**src/rtl/ppm_hdr_pkg.sv**
```systemverilog
// types, codes and constants of the ppm header parser
// no dependencies; imported by every module and interface of the block
`default_nettype none

package ppm_hdr_pkg;

  // header bytes that must hold every field
  localparam int unsigned HeaderLimit = 40;

  localparam int unsigned PosW    = 6;
  localparam int unsigned DimW    = 16;
  localparam int unsigned AccW    = 32;
  localparam int unsigned CfgIdxW = 4;
  localparam int unsigned StatW   = 3;

  // register indexes of the configuration port
  localparam logic [CfgIdxW-1:0] RegMinDim = CfgIdxW'(0);
  localparam logic [CfgIdxW-1:0] RegMaxDim = CfgIdxW'(1);

  localparam logic [DimW-1:0] MinDimReset = DimW'(1);
  localparam logic [DimW-1:0] MaxDimReset = DimW'(4096);

  // characters
  localparam logic [7:0] ChNul   = 8'h00;
  localparam logic [7:0] ChTab   = 8'h09;
  localparam logic [7:0] ChLf    = 8'h0A;
  localparam logic [7:0] ChCr    = 8'h0D;
  localparam logic [7:0] ChSpace = 8'h20;
  localparam logic [7:0] ChPlus  = 8'h2B;
  localparam logic [7:0] ChMinus = 8'h2D;
  localparam logic [7:0] Ch0     = 8'h30;
  localparam logic [7:0] Ch6     = 8'h36;
  localparam logic [7:0] Ch9     = 8'h39;
  localparam logic [7:0] ChP     = 8'h50;

  localparam logic [AccW-1:0] AccSat    = 32'h8000_0000;
  localparam logic [AccW-1:0] PosMax    = 32'h7FFF_FFFF;
  localparam logic [AccW-1:0] MaxvalOk  = 32'd255;

  typedef enum logic [StatW-1:0] {
    ST_OK         = 3'd0,
    ST_MALFORMED  = 3'd1,
    ST_BAD_MAGIC  = 3'd2,
    ST_BAD_RES    = 3'd3,
    ST_BAD_MAXVAL = 3'd4
  } status_e;

  typedef enum logic [1:0] {
    FLD_MAGIC  = 2'd0,
    FLD_WIDTH  = 2'd1,
    FLD_HEIGHT = 2'd2,
    FLD_MAXVAL = 2'd3
  } field_e;

  typedef enum logic [1:0] {
    NUM_SKIP   = 2'd0,
    NUM_DIGITS = 2'd1,
    NUM_STOP   = 2'd2
  } num_phase_e;

  // state of the number being read
  typedef struct packed {
    num_phase_e      phase;
    logic            neg;
    logic [AccW-1:0] acc;
  } num_t;

  localparam num_t NumClear = '{phase: NUM_SKIP, neg: 1'b0, acc: '0};

  typedef struct packed {
    logic [7:0] hdr_byte;
    logic       first_byte;
    logic       last_byte;
  } beat_t;

  typedef struct packed {
    status_e         status;
    logic [DimW-1:0] image_width;
    logic [DimW-1:0] image_height;
    logic [PosW-1:0] data_offset;
  } res_t;

  typedef struct packed {
    logic [DimW-1:0] min_dim;
    logic [DimW-1:0] max_dim;
  } dim_cfg_t;

endpackage

`default_nettype wire

```
**src/rtl/ppm_hdr_if.sv**
```systemverilog
// valid/ready channels of the ppm header parser: byte input, result, config write
// depends on ppm_hdr_pkg
`default_nettype none

interface ppm_hdr_in_if import ppm_hdr_pkg::*; ();
  logic       valid;
  logic       ready;
  logic [7:0] hdr_byte;
  logic       first_byte;
  logic       last_byte;

  modport source (output valid, output hdr_byte, output first_byte, output last_byte,
                  input ready);
  modport sink   (input valid, input hdr_byte, input first_byte, input last_byte,
                  output ready);
endinterface

interface ppm_hdr_out_if import ppm_hdr_pkg::*; ();
  logic             valid;
  logic             ready;
  logic [StatW-1:0] status;
  logic [DimW-1:0]  image_width;
  logic [DimW-1:0]  image_height;
  logic [PosW-1:0]  data_offset;

  modport source (output valid, output status, output image_width, output image_height,
                  output data_offset, input ready);
  modport sink   (input valid, input status, input image_width, input image_height,
                  input data_offset, output ready);
endinterface

interface ppm_hdr_cfg_if import ppm_hdr_pkg::*; ();
  logic               valid;
  logic               ready;
  logic [CfgIdxW-1:0] index;
  logic [DimW-1:0]    data;

  modport source (output valid, output index, output data, input ready);
  modport sink   (input valid, input index, input data, output ready);
endinterface

`default_nettype wire

```
**src/rtl/ppm_hdr_cfg.sv**
```systemverilog
// configuration registers: smallest and largest accepted image dimension
// depends on ppm_hdr_pkg and ppm_hdr_cfg_if
`default_nettype none

module ppm_hdr_cfg import ppm_hdr_pkg::*; (
  input  wire logic     clk_i,
  input  wire logic     rst_ni,
  ppm_hdr_cfg_if.sink   cfg_i,
  output dim_cfg_t      dims_o
);

  logic [DimW-1:0] min_dim_q, min_dim_d;
  logic [DimW-1:0] max_dim_q, max_dim_d;

  // writes are always taken
  assign cfg_i.ready = 1'b1;

  // register decode, unknown indexes are dropped
  always_comb begin
    min_dim_d = min_dim_q;
    max_dim_d = max_dim_q;
    if (cfg_i.valid) begin
      if (cfg_i.index == RegMinDim) begin
        min_dim_d = cfg_i.data;
      end
      if (cfg_i.index == RegMaxDim) begin
        max_dim_d = cfg_i.data;
      end
    end
  end

  always_ff @(posedge clk_i or negedge rst_ni) begin
    if (!rst_ni) begin
      min_dim_q <= MinDimReset;
      max_dim_q <= MaxDimReset;
    end else begin
      min_dim_q <= min_dim_d;
      max_dim_q <= max_dim_d;
    end
  end

  assign dims_o = '{min_dim: min_dim_q, max_dim: max_dim_q};

endmodule

`default_nettype wire

```
**src/rtl/ppm_hdr_num.sv**
```systemverilog
// decimal reader: one byte step of an atoi style number and its signed value
// depends on ppm_hdr_pkg
`default_nettype none

module ppm_hdr_num import ppm_hdr_pkg::*; (
  input  num_t            num_i,
  input  wire logic [7:0] byte_i,
  output num_t            num_o,
  output logic [AccW-1:0] value_o
);

  logic              is_digit;
  logic              is_space;
  logic              is_sign;
  logic [3:0]        digit;
  logic [AccW+2:0]   acc_x10;
  logic [AccW-1:0]   acc_sat;
  logic [7:0]        digit_ofs;

  // byte classes
  assign is_digit  = (byte_i >= Ch0) && (byte_i <= Ch9);
  assign is_space  = (byte_i == ChSpace) || ((byte_i >= ChTab) && (byte_i <= ChCr));
  assign is_sign   = (byte_i == ChPlus) || (byte_i == ChMinus);
  assign digit_ofs = byte_i - Ch0;
  assign digit     = digit_ofs[3:0];

  // acc * 10 + digit, saturating at 2^31
  assign acc_x10 = ({3'b000, num_i.acc} << 3) + ({3'b000, num_i.acc} << 1)
                 + (AccW+3)'(digit);
  assign acc_sat = (acc_x10 > (AccW+3)'(AccSat)) ? AccSat : acc_x10[AccW-1:0];

  // phase sequencing
  always_comb begin
    num_o = num_i;
    unique case (num_i.phase)
      NUM_SKIP: begin
        if (is_space) begin
          num_o = num_i;
        end else if (is_sign) begin
          num_o.neg   = (byte_i == ChMinus);
          num_o.phase = NUM_DIGITS;
        end else if (is_digit) begin
          num_o.acc   = acc_sat;
          num_o.phase = NUM_DIGITS;
        end else begin
          num_o.phase = NUM_STOP;
        end
      end
      NUM_DIGITS: begin
        if (is_digit) begin
          num_o.acc = acc_sat;
        end else begin
          num_o.phase = NUM_STOP;
        end
      end
      default: begin
        num_o = num_i;
      end
    endcase
  end

  // signed 32-bit value, positive side clamped
  always_comb begin
    if (num_i.neg) begin
      value_o = AccW'(0) - num_i.acc;
    end else if (num_i.acc[AccW-1]) begin
      value_o = PosMax;
    end else begin
      value_o = num_i.acc;
    end
  end

endmodule

`default_nettype wire

```
**src/rtl/ppm_hdr_parse.sv**
```systemverilog
// header parse state: field split, magic check, limits and result decision
// depends on ppm_hdr_pkg and ppm_hdr_num
`default_nettype none

module ppm_hdr_parse import ppm_hdr_pkg::*; (
  input  wire logic clk_i,
  input  wire logic rst_ni,
  input  wire logic step_i,
  input  beat_t     beat_i,
  input  dim_cfg_t  dims_i,
  output logic      emit_o,
  output res_t      res_o
);

  logic [PosW-1:0] pos_q, pos_d, pos_cur;
  field_e          fld_q, fld_d, fld_cur;
  num_t            num_q, num_d, num_cur, num_next;
  logic [AccW-1:0] width_q, width_d, width_cur;
  logic [AccW-1:0] height_q, height_d, height_cur;
  logic            magic_q, magic_d, magic_cur;
  logic            done_q, done_d, done_cur;

  logic [7:0]      hb;
  logic [AccW-1:0] num_value;
  logic [7:0]      sep;
  logic            closing;
  logic            magic_bad;
  logic            complete;

  function automatic logic dim_ok(input logic [AccW-1:0] v, input dim_cfg_t c);
    return !v[AccW-1] && (v >= AccW'(c.min_dim)) && (v <= AccW'(c.max_dim));
  endfunction

  assign hb = beat_i.hdr_byte;

  // a first byte restarts the parse before it is used
  always_comb begin
    if (beat_i.first_byte) begin
      pos_cur    = '0;
      fld_cur    = FLD_MAGIC;
      num_cur    = NumClear;
      width_cur  = '0;
      height_cur = '0;
      magic_cur  = 1'b1;
      done_cur   = 1'b0;
    end else begin
      pos_cur    = pos_q;
      fld_cur    = fld_q;
      num_cur    = num_q;
      width_cur  = width_q;
      height_cur = height_q;
      magic_cur  = magic_q;
      done_cur   = done_q;
    end
  end

  ppm_hdr_num u_num (
    .num_i   (num_cur),
    .byte_i  (hb),
    .num_o   (num_next),
    .value_o (num_value)
  );

  // field terminator and magic bytes
  assign sep       = (fld_cur == FLD_WIDTH) ? ChSpace : ChLf;
  assign closing   = (hb == sep) || (hb == ChNul);
  assign magic_bad = ((pos_cur == PosW'(0)) && (hb != ChP))
                  || ((pos_cur == PosW'(1)) && (hb != Ch6))
                  || ((pos_cur == PosW'(2)) && (hb != ChLf));

  // next state and result
  always_comb begin
    pos_d    = pos_cur;
    fld_d    = fld_cur;
    num_d    = num_cur;
    width_d  = width_cur;
    height_d = height_cur;
    magic_d  = magic_cur;
    done_d   = done_cur;
    complete = 1'b0;
    emit_o   = 1'b0;
    res_o    = '{status: ST_OK, image_width: '0, image_height: '0, data_offset: '0};
    if (!done_cur) begin
      magic_d = magic_cur & ~magic_bad;
      pos_d   = pos_cur + PosW'(1);
      if (closing) begin
        unique case (fld_cur)
          FLD_MAGIC:  complete = 1'b0;
          FLD_WIDTH:  width_d  = num_value;
          FLD_HEIGHT: height_d = num_value;
          FLD_MAXVAL: complete = 1'b1;
          default:    complete = 1'b0;
        endcase
        fld_d = field_e'(fld_cur + 2'd1);
        num_d = NumClear;
      end else if (fld_cur != FLD_MAGIC) begin
        num_d = num_next;
      end
      if (complete) begin
        done_d = 1'b1;
        emit_o = 1'b1;
        priority if (!magic_d) begin
          res_o.status = ST_BAD_MAGIC;
        end else if (!dim_ok(width_cur, dims_i) || !dim_ok(height_cur, dims_i)) begin
          res_o.status = ST_BAD_RES;
        end else if (num_value != MaxvalOk) begin
          res_o.status = ST_BAD_MAXVAL;
        end else begin
          res_o.status       = ST_OK;
          res_o.image_width  = width_cur[DimW-1:0];
          res_o.image_height = height_cur[DimW-1:0];
          res_o.data_offset  = pos_d;
        end
      end else if ((pos_d >= PosW'(HeaderLimit)) || beat_i.last_byte) begin
        done_d       = 1'b1;
        emit_o       = 1'b1;
        res_o.status = ST_MALFORMED;
      end
    end
  end

  // state advances only on a consumed beat
  always_ff @(posedge clk_i or negedge rst_ni) begin
    if (!rst_ni) begin
      pos_q    <= '0;
      fld_q    <= FLD_MAGIC;
      num_q    <= NumClear;
      width_q  <= '0;
      height_q <= '0;
      magic_q  <= 1'b1;
      done_q   <= 1'b0;
    end else if (step_i) begin
      pos_q    <= pos_d;
      fld_q    <= fld_d;
      num_q    <= num_d;
      width_q  <= width_d;
      height_q <= height_d;
      magic_q  <= magic_d;
      done_q   <= done_d;
    end
  end

endmodule

`default_nettype wire

```
**src/rtl/ppm_header_parser.sv**
```systemverilog
// Binary PPM header parser. Takes one file byte per beat on hdr_i and gives one result
// beat per file on res_o: status, width, height and pixel data offset. A byte is taken
// every cycle unless the input stalls. The closing byte's result passes the byte input
// register, which feeds the parse state and the result register through combinational
// logic whose longest path is the decimal accumulate (times ten plus digit) and the
// dimension compares, and then the output register. The input stalls only when a byte
// that ends the parse finds the output register still full and not being taken.
// Config writes on cfg_i (index 0 min dimension, 1 max dimension) must come while idle.
// depends on ppm_hdr_pkg, the channel interfaces, ppm_hdr_cfg and ppm_hdr_parse
`default_nettype none

module ppm_header_parser import ppm_hdr_pkg::*; (
  input  wire logic     clk_i,
  input  wire logic     rst_ni,
  ppm_hdr_in_if.sink    hdr_i,
  ppm_hdr_out_if.source res_o,
  ppm_hdr_cfg_if.sink   cfg_i
);

  logic     in_valid_q, in_valid_d;
  beat_t    in_beat_q;
  logic     out_valid_q, out_valid_d;
  res_t     out_res_q;
  logic     in_take;
  logic     advance;
  logic     emit;
  res_t     res;
  dim_cfg_t dims;

  ppm_hdr_cfg u_cfg (
    .clk_i  (clk_i),
    .rst_ni (rst_ni),
    .cfg_i  (cfg_i),
    .dims_o (dims)
  );

  ppm_hdr_parse u_parse (
    .clk_i  (clk_i),
    .rst_ni (rst_ni),
    .step_i (advance),
    .beat_i (in_beat_q),
    .dims_i (dims),
    .emit_o (emit),
    .res_o  (res)
  );

  // flow control: the held byte moves on unless its result would collide
  assign advance     = in_valid_q && (!emit || !out_valid_q || res_o.ready);
  assign hdr_i.ready = !in_valid_q || advance;
  assign in_take     = hdr_i.valid && hdr_i.ready;

  always_comb begin
    if (in_take) begin
      in_valid_d = 1'b1;
    end else if (advance) begin
      in_valid_d = 1'b0;
    end else begin
      in_valid_d = in_valid_q;
    end
  end

  always_comb begin
    if (advance && emit) begin
      out_valid_d = 1'b1;
    end else if (res_o.ready) begin
      out_valid_d = 1'b0;
    end else begin
      out_valid_d = out_valid_q;
    end
  end

  // valid flags
  always_ff @(posedge clk_i or negedge rst_ni) begin
    if (!rst_ni) begin
      in_valid_q  <= 1'b0;
      out_valid_q <= 1'b0;
    end else begin
      in_valid_q  <= in_valid_d;
      out_valid_q <= out_valid_d;
    end
  end

  // payload registers
  always_ff @(posedge clk_i) begin
    if (in_take) begin
      in_beat_q <= '{hdr_byte: hdr_i.hdr_byte, first_byte: hdr_i.first_byte,
                     last_byte: hdr_i.last_byte};
    end
    if (advance && emit) begin
      out_res_q <= res;
    end
  end

  assign res_o.valid        = out_valid_q;
  assign res_o.status       = out_res_q.status;
  assign res_o.image_width  = out_res_q.image_width;
  assign res_o.image_height = out_res_q.image_height;
  assign res_o.data_offset  = out_res_q.data_offset;

endmodule

`default_nettype wire

```
**src/flat_wrapper.sv**
```systemverilog
// flat-port wrapper written by rule: the top's interface ports become plain ports
module ppm_header_parser_flat import ppm_hdr_pkg::*;
  (clk_i, rst_ni, hdr_i_valid, hdr_i_hdr_byte, hdr_i_first_byte, hdr_i_last_byte, hdr_i_ready, res_o_valid, res_o_status, res_o_image_width, res_o_image_height, res_o_data_offset, res_o_ready, cfg_i_valid, cfg_i_index, cfg_i_data, cfg_i_ready);
  ppm_hdr_in_if hdr_i_i ();
  ppm_hdr_out_if res_o_i ();
  ppm_hdr_cfg_if cfg_i_i ();
  input  wire logic clk_i;
  input  wire logic rst_ni;
  input wire logic [$bits(hdr_i_i.valid)-1:0] hdr_i_valid;
  input wire logic [$bits(hdr_i_i.hdr_byte)-1:0] hdr_i_hdr_byte;
  input wire logic [$bits(hdr_i_i.first_byte)-1:0] hdr_i_first_byte;
  input wire logic [$bits(hdr_i_i.last_byte)-1:0] hdr_i_last_byte;
  output wire logic [$bits(hdr_i_i.ready)-1:0] hdr_i_ready;
  output wire logic [$bits(res_o_i.valid)-1:0] res_o_valid;
  output wire logic [$bits(res_o_i.status)-1:0] res_o_status;
  output wire logic [$bits(res_o_i.image_width)-1:0] res_o_image_width;
  output wire logic [$bits(res_o_i.image_height)-1:0] res_o_image_height;
  output wire logic [$bits(res_o_i.data_offset)-1:0] res_o_data_offset;
  input wire logic [$bits(res_o_i.ready)-1:0] res_o_ready;
  input wire logic [$bits(cfg_i_i.valid)-1:0] cfg_i_valid;
  input wire logic [$bits(cfg_i_i.index)-1:0] cfg_i_index;
  input wire logic [$bits(cfg_i_i.data)-1:0] cfg_i_data;
  output wire logic [$bits(cfg_i_i.ready)-1:0] cfg_i_ready;
  assign hdr_i_i.valid = hdr_i_valid;
  assign hdr_i_i.hdr_byte = hdr_i_hdr_byte;
  assign hdr_i_i.first_byte = hdr_i_first_byte;
  assign hdr_i_i.last_byte = hdr_i_last_byte;
  assign hdr_i_ready = hdr_i_i.ready;
  assign res_o_valid = res_o_i.valid;
  assign res_o_status = res_o_i.status;
  assign res_o_image_width = res_o_i.image_width;
  assign res_o_image_height = res_o_i.image_height;
  assign res_o_data_offset = res_o_i.data_offset;
  assign res_o_i.ready = res_o_ready;
  assign cfg_i_i.valid = cfg_i_valid;
  assign cfg_i_i.index = cfg_i_index;
  assign cfg_i_i.data = cfg_i_data;
  assign cfg_i_ready = cfg_i_i.ready;
  ppm_header_parser u_core (.clk_i(clk_i), .rst_ni(rst_ni), .hdr_i(hdr_i_i), .res_o(res_o_i), .cfg_i(cfg_i_i));
endmodule
```
**config.mk**
```make
export PLATFORM = sky130hd
export DESIGN_NAME = ppm_header_parser_flat
export DESIGN_NICKNAME = d
export VERILOG_FILES = /design/src/rtl/ppm_hdr_pkg.sv /design/src/rtl/ppm_hdr_if.sv /design/src/rtl/ppm_hdr_cfg.sv /design/src/rtl/ppm_hdr_num.sv /design/src/rtl/ppm_hdr_parse.sv /design/src/rtl/ppm_header_parser.sv /design/src/flat_wrapper.sv
export SDC_FILE = /design/constraint.sdc
export NUM_CORES = 1
export LEC_CHECK = 0
export BUFFER_PORTS_ARGS = -buffer_cell sky130_fd_sc_hd__buf_4
export CORE_MARGIN = 1
export CORE_UTILIZATION = 25
export CTS_BUF_LIST = sky130_fd_sc_hd__clkbuf_4 sky130_fd_sc_hd__clkbuf_8
export DETAILED_ROUTE_END_ITERATION = 6
export PLACE_DENSITY = 0.42
export REMOVE_ABC_BUFFERS = 1
export SLEW_MARGIN = 20
export SYNTH_ARGS = -nofsm -noshare
export SYNTH_HDL_FRONTEND = slang
export SYNTH_SLANG_ARGS = --single-unit
export TNS_END_PERCENT = 100
```
**constraint.sdc**
```tcl
create_clock -name clk_i -period 14.45 [get_ports clk_i]
set_clock_uncertainty 0.05 [all_clocks]
set_input_delay 2.1675 -clock clk_i [delete_from_list [all_inputs] [get_ports clk_i]]
set_output_delay 2.1675 -clock clk_i [all_outputs]
set_load 0.02 [all_outputs]
```
==> flow_summary.ini, run 1 <==
[outcome]
outcome = complete, but fails checks
failing_checks = DRC

[floorplanning]
die_width_um = 240
top_level_ports = 79
num_rows = 86
dieArea_um2 = 57800
initial_core_util_pct = 25.5
die_height_um = 240
coreArea_um2 = 55600

[logic_synthesis]
ys_warn_count = 0
yosys.area_share.xor_xnor_pct = 4.26
synth_seq_area_share_pct = 36.0
synth_compound_area_share_pct = 21.6
register_bit_total_from_synthesis = 194
syn-cell-area_um2 = 14200
synth_fa_ha_area_share_pct = 12.2
simple_gate_area_share_of_the_yosys_netlist_pct = 20.2
synth_cell_types = 88
synth_top_family_by_area = compound AO/OA/AOI/OAI gates
synth_area_per_cell_um2 = 8.84
synth-edff-count = 51
asyncSetResetFlopFracSynth_pct = 73.7
yosys-mux-area-fraction_pct = 1.49
post_synth_inst_count = 1606
synth_top_flop_cell = dfrtp_1
synth_top_area_cell = dfrtp_1
post_synth_main_area_contributors = dfrtp_1, ha_1, edfxtp_1, o21ai_0, nand2_1
synth_top_area_share_pct = 24.7

[final_layout]
finalNetCount = 1798
nFillCells = 5944
final_cell_mix = nand2_1, o21ai_0, dfrtp_1
area_growth_syn_to_fin_pct = 11.8
design_area_um2 = 15900
layout.cells.most_common = nand2_1
layout_cells_sized_above_1_pct = 11.1
final_core_util_pct = 28.5

[clocking]
cts.clk_slew.worst_paths_ns = 0.11
post-cts-setup-buffer-count = 0
clkLatencyLatePin_ns = 0.53
cts_hold_repair.buffers = 0
cts_repair_resize_count = 0
clock_sinks = 194
cts_buffer_depth = 2
numCtsBuffers = 17
cts.htree.levels = 4
clk_root_buffer_cell = clkbuf_8
cts_tree = yes

[grt]
largest_net_degree_at_the_start_of_global_routing = 88
grt_pass1_wl_mm = 74.3
grt_remaining_overflow = 0
grt_pass1_vias = 11900
groute.usage.overall_pct = 17.0
initial_antenna_violation_count = 0

[timing]
tightest_slew_ns = 1.09
hold_viol = 0
grt_setup_unrepaired = false
setup_total_negative_slack_ns = 0
timing.slew.headroom_pct = 26.8
final_setup_fails = 0
timing.final.crit_share_pct = 49.3
final.min_clock_period_ns = 7.12
maximum_clock_rate_ghz = 0.140
timing_max_transition_violations_final = 0

[routing]
drc = 2
dr.first_iter.drc_count = 853
wl_met1_mm = 24.1
maxUsedRoutingLayer = met4
route.vias.total = 12200
postRouteAntennaNets = 0
vias_per_cell = 5.13
wl_met2_mm = 21.0
detail_route.wl_per_cell_um = 20.2
first_pass_iters = 7
dr_wl_met3_mm = 2.12
wirelength_mm = 48.2

[run]
drv.max_cap_violation_count = 0

[worst_setup_path]
critical_path_required_ns = 12.23
crit_path_end_kind = output pin
cp.buffers_inverters = 3
worstPathCellList = buf_4 -> inv_1 -> nand2_1 -> ha_1 -> nor2b_1 -> o32ai_1 -> and2_1 -> a21oi_1 -> o21ai_1 -> nand2_1 -> nor2_1 -> nand2_1 -> buf_4
critPathLaunchType = flip-flop
critPathSlowestCell = and2_1
timing.critical_path.max_delay_family = simple AND/OR/NAND/NOR gates
critPathMostFrequentCell = nand2_1
cpPeakStageDelay_ns = 0.81
crit_type = flip-flop to output pin
r2r_start = u_core.in_beat_q[1]
critPathMaxFanout = 73
worst_setup_path_startpoint = u_core.in_beat_q[1]
worst_ep_arrival_time_ns = 4.90

[power_and_ir_drop]
static_leakage_nw = 7.02
internal_power_mw = 0.838
p_per_area_nw_per_um2 = 80.2
switching_power_mw = 0.436
vdd.ir_drop.worst_uv = 61.5
power.share.clock_pct = 28.8
p_sw_share_pct = 34.2
logic_pwr_share_pct = 21.1
power_frac_seq_pct = 50.1

[place]
post_place_cell_area_um2 = 15500
io_buffer_count = 77
post-dp-hpwl_mm = 36.7
globalplace.congestion = 0.882

[min_path]
worst_hold_path_type = flip-flop to flip-flop
timing.hold.worst.start = u_core.u_parse.height_q[15]
[worst paths after layout]
path | end | slack [ns] | cells after the start
min reg2reg | u_core.u_parse.height_q[15] | 0.43 | 2
max | hdr_i_ready | 7.33 | 13
max in group asynchronous | u_core.u_parse.height_q[23] | 11.32 | 2
min in group asynchronous | u_core.u_cfg.max_dim_q[5] | 1.64 | 1
max reg2reg | u_core.u_parse.num_q[4] | 7.70 | 18
min | u_core.u_parse.height_q[15] | 0.43 | 2
[state kept, by name, indices dropped and copies added (netlist names), 2 cells and up]
| register | count |
|---|---|
| u_core.u_parse.num_q | 35 |
| u_core.u_parse.height_q | 32 |
| u_core.u_parse.width_q | 32 |
| u_core.res_o.image_height | 16 |
| u_core.res_o.image_width | 16 |
| u_core.u_cfg.max_dim_q | 16 |
| u_core.u_cfg.min_dim_q | 16 |
| u_core.in_beat_q | 10 |
| u_core.res_o.data_offset | 6 |
| u_core.u_parse.pos_q | 6 |
| u_core.res_o.status | 3 |
| u_core.u_parse.fld_q | 2 |
[cell usage after synthesis (all sizes together), types with 19 or more instances]
master,instances
a31oi,27
and3,43
nor2,119
o21ai,162
nand3,19
xor2,27
a21o,26
a21oi,102
a211oi,22
nor4,28
nand2,166
nor3,30
dfrtp,140
ha,137
edfxtp,51
xnor2,42
clkbuf,68
a22o,20
nand4,28
inv,56
nor2b,79
buf,24
[final cells by class]
type | instances | area [um2] | share of cell area (%)
clock inverter | 14 | 146 | 0.922
clock buffer | 18 | 241 | 1.52
tap | 748 | 936 | 5.89
multi-input combinational | 1264 | 8540 | 53.8
sequential | 194 | 5110 | 32.2
inverter | 56 | 210 | 1.32
antenna | 1 | 2.50 | 0.0158
timing repair buffer | 92 | 694 | 4.37
[worst reg2reg max path: cells and delay by family (launching register included)]
kind                     cells  cell delay, ns
AND/OR/NAND/NOR              4            1.36
AO/OA/AOI/OAI                6            2.06
flip-flops                   1            0.66
adder cells (fa/ha/maj)      3            0.96
XOR/XNOR                     1            0.18
buffers and inverters        4            1.39
[routing by layer]
layer	vias up	global-route usage (%)
li1	5924	-
met1	5993	24.5
met2	276	25.8
met3	45	2.97
met4	0	4.42
met5	-	0
[metrics by stage]
| step | setup WS, ns | hold slack, ns | cells | power, mW |
|---|---|---|---|---|
| floorplan | 6.07 | 0.391 | 1514 | 0.810 |
| global placement | 7.94 | 0.405 | 2354 | 0.914 |
| detailed placement | 7.75 | 0.413 | 2354 | 0.919 |
| CTS | 7.31 | 0.440 | 2386 | 1.29 |
| global route | 6.79 | 0.451 | 2386 | 1.35 |
| finish | 7.33 | 0.434 | 2387 | 1.27 |
[power groups by stage]
stage	clock network, mW	logic [mW]	registers, mW
after floorplan	0	0.156	0.653
after global placement	0	0.266	0.648
after detailed placement	0	0.270	0.649
after CTS	0.379	0.271	0.638
after global routing	0.400	0.304	0.645
final	0.366	0.269	0.638
[cell families after synthesis]
logic type	count (synthesis)
AND/OR/NAND/NOR	561
XOR/XNOR	69
flip-flops	194
buffers and inverters	148
other	1
AO/OA/AOI/OAI	476
adder cells (fa/ha/maj)	138
multiplexers	19
Note: power is estimated with default switching activity, not from simulation.
==> inputs of run 2 (changes only) <==
--- a/config.mk
+++ b/config.mk
@@ -10,7 +10,7 @@
 export CORE_UTILIZATION = 25
 export CTS_BUF_LIST = sky130_fd_sc_hd__clkbuf_4 sky130_fd_sc_hd__clkbuf_8
 export DETAILED_ROUTE_END_ITERATION = 6
-export PLACE_DENSITY = 0.42
+export PLACE_DENSITY = 0.44
 export REMOVE_ABC_BUFFERS = 1
 export SLEW_MARGIN = 20
 export SYNTH_ARGS = -nofsm -noshare
==> constraint.sdc (replaced) <==
create_clock -name clk_i -period 6.1 [get_ports clk_i]
set_clock_uncertainty 0.05 [all_clocks]
set_input_delay 0.915 -clock clk_i [delete_from_list [all_inputs] [get_ports clk_i]]
set_output_delay 0.915 -clock clk_i [all_outputs]
set_load 0.02 [all_outputs]
==> flow_summary.ini, run 2 (synthesis gave the netlist of run 1 again) <==
[worst_setup_path]
critPathSlowestCell = a2111oi_0
worstPathCellList = buf_4 -> nor2b_1 -> ha_1 -> ha_1 -> nand4_1 -> a2111oi_0 -> a211oi_1 -> a2bb2oi_1 -> xnor2_1 -> nor4bb_1 -> nand4_1 -> o31ai_4 -> buf_4 -> nand4_1 -> o21ai_0
timing.critical_path.max_delay_family = compound AO/OA/AOI/OAI gates
crit_type = flip-flop to flip-flop
critPathLaunchType = flip-flop
cp.buffers_inverters = 2
critPathMaxFanout = 30
cpPeakStageDelay_ns = 0.68
critical_path_required_ns = 6.44
crit_path_end_kind = flip-flop
critPathMostFrequentCell = nand4_1
worst_ep_arrival_time_ns = 5.81

[power_and_ir_drop]
power.total_mw = 3.05
switching_power_mw = 1.00
vdd.ir_drop.worst_uv = 142
static_leakage_nw = 7.05
p_per_area_nw_per_um2 = 191
logic_pwr_share_pct = 21.0
power_frac_seq_pct = 49.6
power.share.clock_pct = 29.4
p_sw_share_pct = 32.9
internal_power_mw = 2.04

[final_layout]
area_growth_syn_to_fin_pct = 12.1
layout_cells_sized_above_1_pct = 11.4
regMostFlops = u_core.u_parse.num_q
largestRegisters = u_core.u_parse.num_q (35), u_core.u_parse.height_q (32), u_core.u_parse.width_q (32)
final_core_util_pct = 28.6
num_antenna_cells = 0
flip_flop_count_of_the_largest_register_after_layout = 35
finalNetCount = 1804
final_cell_mix = nand2_1, o21ai_0, dfrtp_1
layout.cells.most_common = nand2_1

[timing]
final.min_clock_period_ns = 5.46
grt_setup_unrepaired = false
tightest_slew_ns = 1.08
maximum_clock_rate_ghz = 0.183
finalWorstSetupSlack_ns = 0.638
fin_hold_ws_ns = 0.421
final_setup_fails = 0
hold_viol = 0
timing.final.crit_share_pct = 89.5
timing_max_transition_violations_final = 0
timing.slew.headroom_pct = 27.9

[grt]
grt_pass1_wl_mm = 72.7
initial_antenna_violation_count = 0
groute.usage.overall_pct = 16.4
grt_remaining_overflow = 0
grt_pass1_vias = 12100
largest_net_degree_at_the_start_of_global_routing = 94

[routing]
dr_wl_met3_mm = 2.08
maxUsedRoutingLayer = met4
dr.first_iter.drc_count = 858
detail_route.wl_per_cell_um = 19.6
route.vias.total = 12400
postRouteAntennaNets = 0
drc = 0
wl_met2_mm = 21.0
vias_per_cell = 5.19
wl_met1_mm = 23.0
wirelength_mm = 46.8
first_pass_iters = 5

[floorplanning]
coreArea_um2 = 55600
die_width_um = 240
num_rows = 86
initial_core_util_pct = 25.5
dieArea_um2 = 57800
die_height_um = 240
top_level_ports = 79

[min_path]
worst_hold_path_type = input pin to asynchronous set/reset pin

[clocking]
numCtsBuffers = 17
cts.htree.levels = 4
cts.clk_slew.worst_paths_ns = 0.12
cts_buffer_depth = 2
cts_hold_repair.buffers = 0
post-cts-setup-buffer-count = 0
clkLatencyLatePin_ns = 0.52
cts_repair_resize_count = 0
clock_sinks = 194
clk_root_buffer_cell = clkbuf_8
cts_tree = yes

[place]
dp_worst_setup_slack_ns = 0.677
globalplace.congestion = 0.889
post-dp-hpwl_mm = 35.8
io_buffer_count = 77

[outcome]
outcome = completed

[run]
drv.max_cap_violation_count = 0
## run 2: worst paths after layout
| kind | start | endpoint | slack, ns | depth (start not counted) |
|---|---|---|---|---|
| min in group clk_i | u_core.u_parse.width_q[4] | u_core.u_parse.width_q[4] | 0.43 | 2 |
| setup reg to reg | u_core.in_beat_q[1] | u_core.u_parse.num_q[0] | 0.64 | 15 |
| max in group asynchronous | rst_ni | u_core.u_parse.num_q[13] | 4.27 | 2 |
| setup / recovery | u_core.in_beat_q[1] | u_core.u_parse.num_q[0] | 0.64 | 15 |
| hold reg to reg | u_core.u_parse.width_q[4] | u_core.u_parse.width_q[4] | 0.43 | 2 |
| hold / removal | rst_ni | u_core.u_cfg.max_dim_q[2] | 0.42 | 1 |
## run 2: through the flow
step | area (um2) | TNS [ns] | std cells
4_1_cts | 15900 | 0 | 2392
5_1_grt | 15900 | 0 | 2392
6_report | 15900 | 0 | 2392
3_5_place_dp | 15500 | 0 | 2360
2_1_floorplan | 13800 | -256.59 | 1514
3_3_place_gp | 15500 | 0 | 2360
## run 2: layout make-up
class                   instances  area (um2)
clock buffers                  21         277
repair buffers                 98         739
well taps                     748         936
multi-input cells            1264        8530
inverters                      56         210
clock inverters                11         118
fillers                      5949       39700
flip-flops and latches        194        5110
## run 2: power groups by stage
stage                     combinational (mW)  sequential, mW  clock [mW]
after global placement                 0.626            1.54           0
after global routing                   0.722            1.53       0.976
after floorplan                        0.370            1.55           0
final                                  0.640            1.51       0.895
after CTS                              0.643            1.51       0.933
after detailed placement               0.639            1.54           0
## run 2: routing by layer
metal	up-vias	global-route usage, %
li1	5939	-
met1	6082	23.7
met2	345	25.6
met3	41	2.09
met4	0	4.03
met5	-	0
==> inputs of run 3 (changes only) <==
--- a/config.mk
+++ b/config.mk
@@ -8,7 +8,6 @@
 export BUFFER_PORTS_ARGS = -buffer_cell sky130_fd_sc_hd__buf_4
 export CORE_MARGIN = 1
 export CORE_UTILIZATION = 25
-export CTS_BUF_LIST = sky130_fd_sc_hd__clkbuf_4 sky130_fd_sc_hd__clkbuf_8
 export DETAILED_ROUTE_END_ITERATION = 6
 export PLACE_DENSITY = 0.44
 export REMOVE_ABC_BUFFERS = 1
==> flow_summary.ini, run 3 (synthesis gave the netlist of run 1 again) <==
[routing]
drc = 0
dr.first_iter.drc_count = 932
wirelength_mm = 46.9
route.vias.total = 12400
vias_per_cell = 5.18
first_pass_iters = 5
postRouteAntennaNets = 0
detail_route.wl_per_cell_um = 19.6

[power_and_ir_drop]
internal_power_mw = 2.26
p_per_area_nw_per_um2 = 205
power_frac_seq_pct = 45.9
power.share.clock_pct = 34.8
p_sw_share_pct = 31.5
logic_pwr_share_pct = 19.4
vdd.ir_drop.worst_uv = 217
switching_power_mw = 1.04
static_leakage_nw = 7.13

[final_layout]
final_cell_mix = nand2_1, o21ai_0, dfrtp_1
flip_flop_count_of_the_largest_register_after_layout = 35
regMostFlops = u_core.u_parse.num_q
layout_cells_sized_above_1_pct = 11.3
num_antenna_cells = 0
finalNetCount = 1804
nFillCells = 5924
layout.cells.most_common = nand2_1
area_growth_syn_to_fin_pct = 13.4
final_core_util_pct = 29.0
layout.cells.non_filler = 2392
largestRegisters = u_core.u_parse.num_q (35), u_core.u_parse.height_q (32), u_core.u_parse.width_q (32)

[timing]
finalWorstSetupSlack_ns = 0.650
tightest_slew_ns = 1.08
final_setup_fails = 0
maximum_clock_rate_ghz = 0.183
timing.final.crit_share_pct = 89.3
hold_viol = 0
final.min_clock_period_ns = 5.45
grt_setup_unrepaired = false
timing_max_transition_violations_final = 0
timing.slew.headroom_pct = 27.7

[clocking]
cts_hold_repair.buffers = 0
cts_buffer_depth = 2
clkLatencyLatePin_ns = 0.46
cts_tree = yes
clk_root_buffer_cell = clkbuf_16
cts.htree.levels = 4
cts_repair_resize_count = 0
post-cts-setup-buffer-count = 0
numCtsBuffers = 17
cts.clk_slew.worst_paths_ns = 0.08
clock_sinks = 194

[grt]
initial_antenna_violation_count = 0
grt_pass1_wl_mm = 73.0
grt_remaining_overflow = 0
grt_pass1_vias = 12100
largest_net_degree_at_the_start_of_global_routing = 94
groute.usage.overall_pct = 16.5

[place]
globalplace.congestion = 0.889
io_buffer_count = 77
post-dp-hpwl_mm = 35.8
dp_worst_setup_slack_ns = 0.677
dp_cells = 2360

[floorplanning]
die_width_um = 240
coreArea_um2 = 55600
die_height_um = 240
top_level_ports = 79
dieArea_um2 = 57800
initial_core_util_pct = 25.5
num_rows = 86

[worst_setup_path]
critical_path_required_ns = 6.39
worst_ep_arrival_time_ns = 5.74
reg2reg_setup_slack_ns = 0.65
crit_path_end_kind = flip-flop
critPathLaunchType = flip-flop
critPathMaxFanout = 30
crit_type = flip-flop to flip-flop

[run]
drv.max_cap_violation_count = 0

[min_path]
worst_hold_path_type = flip-flop to flip-flop

[outcome]
outcome = completed
## run 3: changes by cell type in the layout (fill, tap and decap cells not counted), sizes merged
cell,change
bufinv,-1
clkbuf,+1
## run 3: final cells by class
class	count	area (um2)	area share, %
Multi-Input combinational cell	1264	8530	53.0
Sequential cell	194	5110	31.8
Tap cell	748	936	5.81
Timing Repair Buffer	98	739	4.59
Clock buffer	22	485	3.01
Inverter	56	210	1.31
Clock inverter	10	87.6	0.544
## run 3: final timing paths
path,end,cells past startpoint,start
max,u_core.u_parse.num_q[0],15,u_core.in_beat_q[1]
min,u_core.u_parse.width_q[4],2,u_core.u_parse.width_q[4]
max reg2reg,u_core.u_parse.num_q[0],15,u_core.in_beat_q[1]
min reg2reg,u_core.u_parse.width_q[4],2,u_core.u_parse.width_q[4]
max in group asynchronous,u_core.u_parse.num_q[13],2,rst_ni
min in group asynchronous,u_core.u_cfg.max_dim_q[2],1,rst_ni
## run 3: power by group through the flow
stage / registers (mW) / clock network [mW] / logic (mW)
after floorplan: 1.55 / 0 / 0.370
after global placement: 1.54 / 0 / 0.626
after detailed placement: 1.54 / 0 / 0.639
after CTS: 1.51 / 1.18 / 0.643
after global routing: 1.53 / 1.23 / 0.723
final: 1.51 / 1.15 / 0.638
## run 3: metal layers
| metal | vias to the layer above | global-route usage (%) | routed length (um) |
|---|---|---|---|
| li1 | 5940 | - | - |
| met5 | - | 0 | 0 |
| met1 | 6064 | 23.7 | 22900 |
| met4 | 0 | 3.76 | 705 |
| met2 | 325 | 25.7 | 21000 |
| met3 | 50 | 2.43 | 2220 |
## run 3: metrics by stage
stage               area [um2]  total power, mW  hold WS [ns]  TNS (ns)
finish                   16100             3.30         0.425         0
global route             16100             3.48         0.454         0
CTS                      16100             3.33         0.430         0
detailed placement       15500             2.18         0.412         0
global placement         15500             2.16         0.404         0
floorplan                13800             1.92         0.391   -256.59
## run 3: worst max-delay path: stages, from the launching register on
cell and delay [ns]:
edfxtp_1 0.36, buf_4 0.25, nor2b_1 0.38, ha_1 0.31
ha_1 0.43, nand4_1 0.13, a2111oi_0 0.69, a211oi_1 0.16
a2bb2oi_1 0.37, xnor2_1 0.20, nor4bb_1 0.32, nand4_1 0.19
o31ai_4 0.27, buf_4 0.23, nand4_1 0.56, o21ai_0 0.40
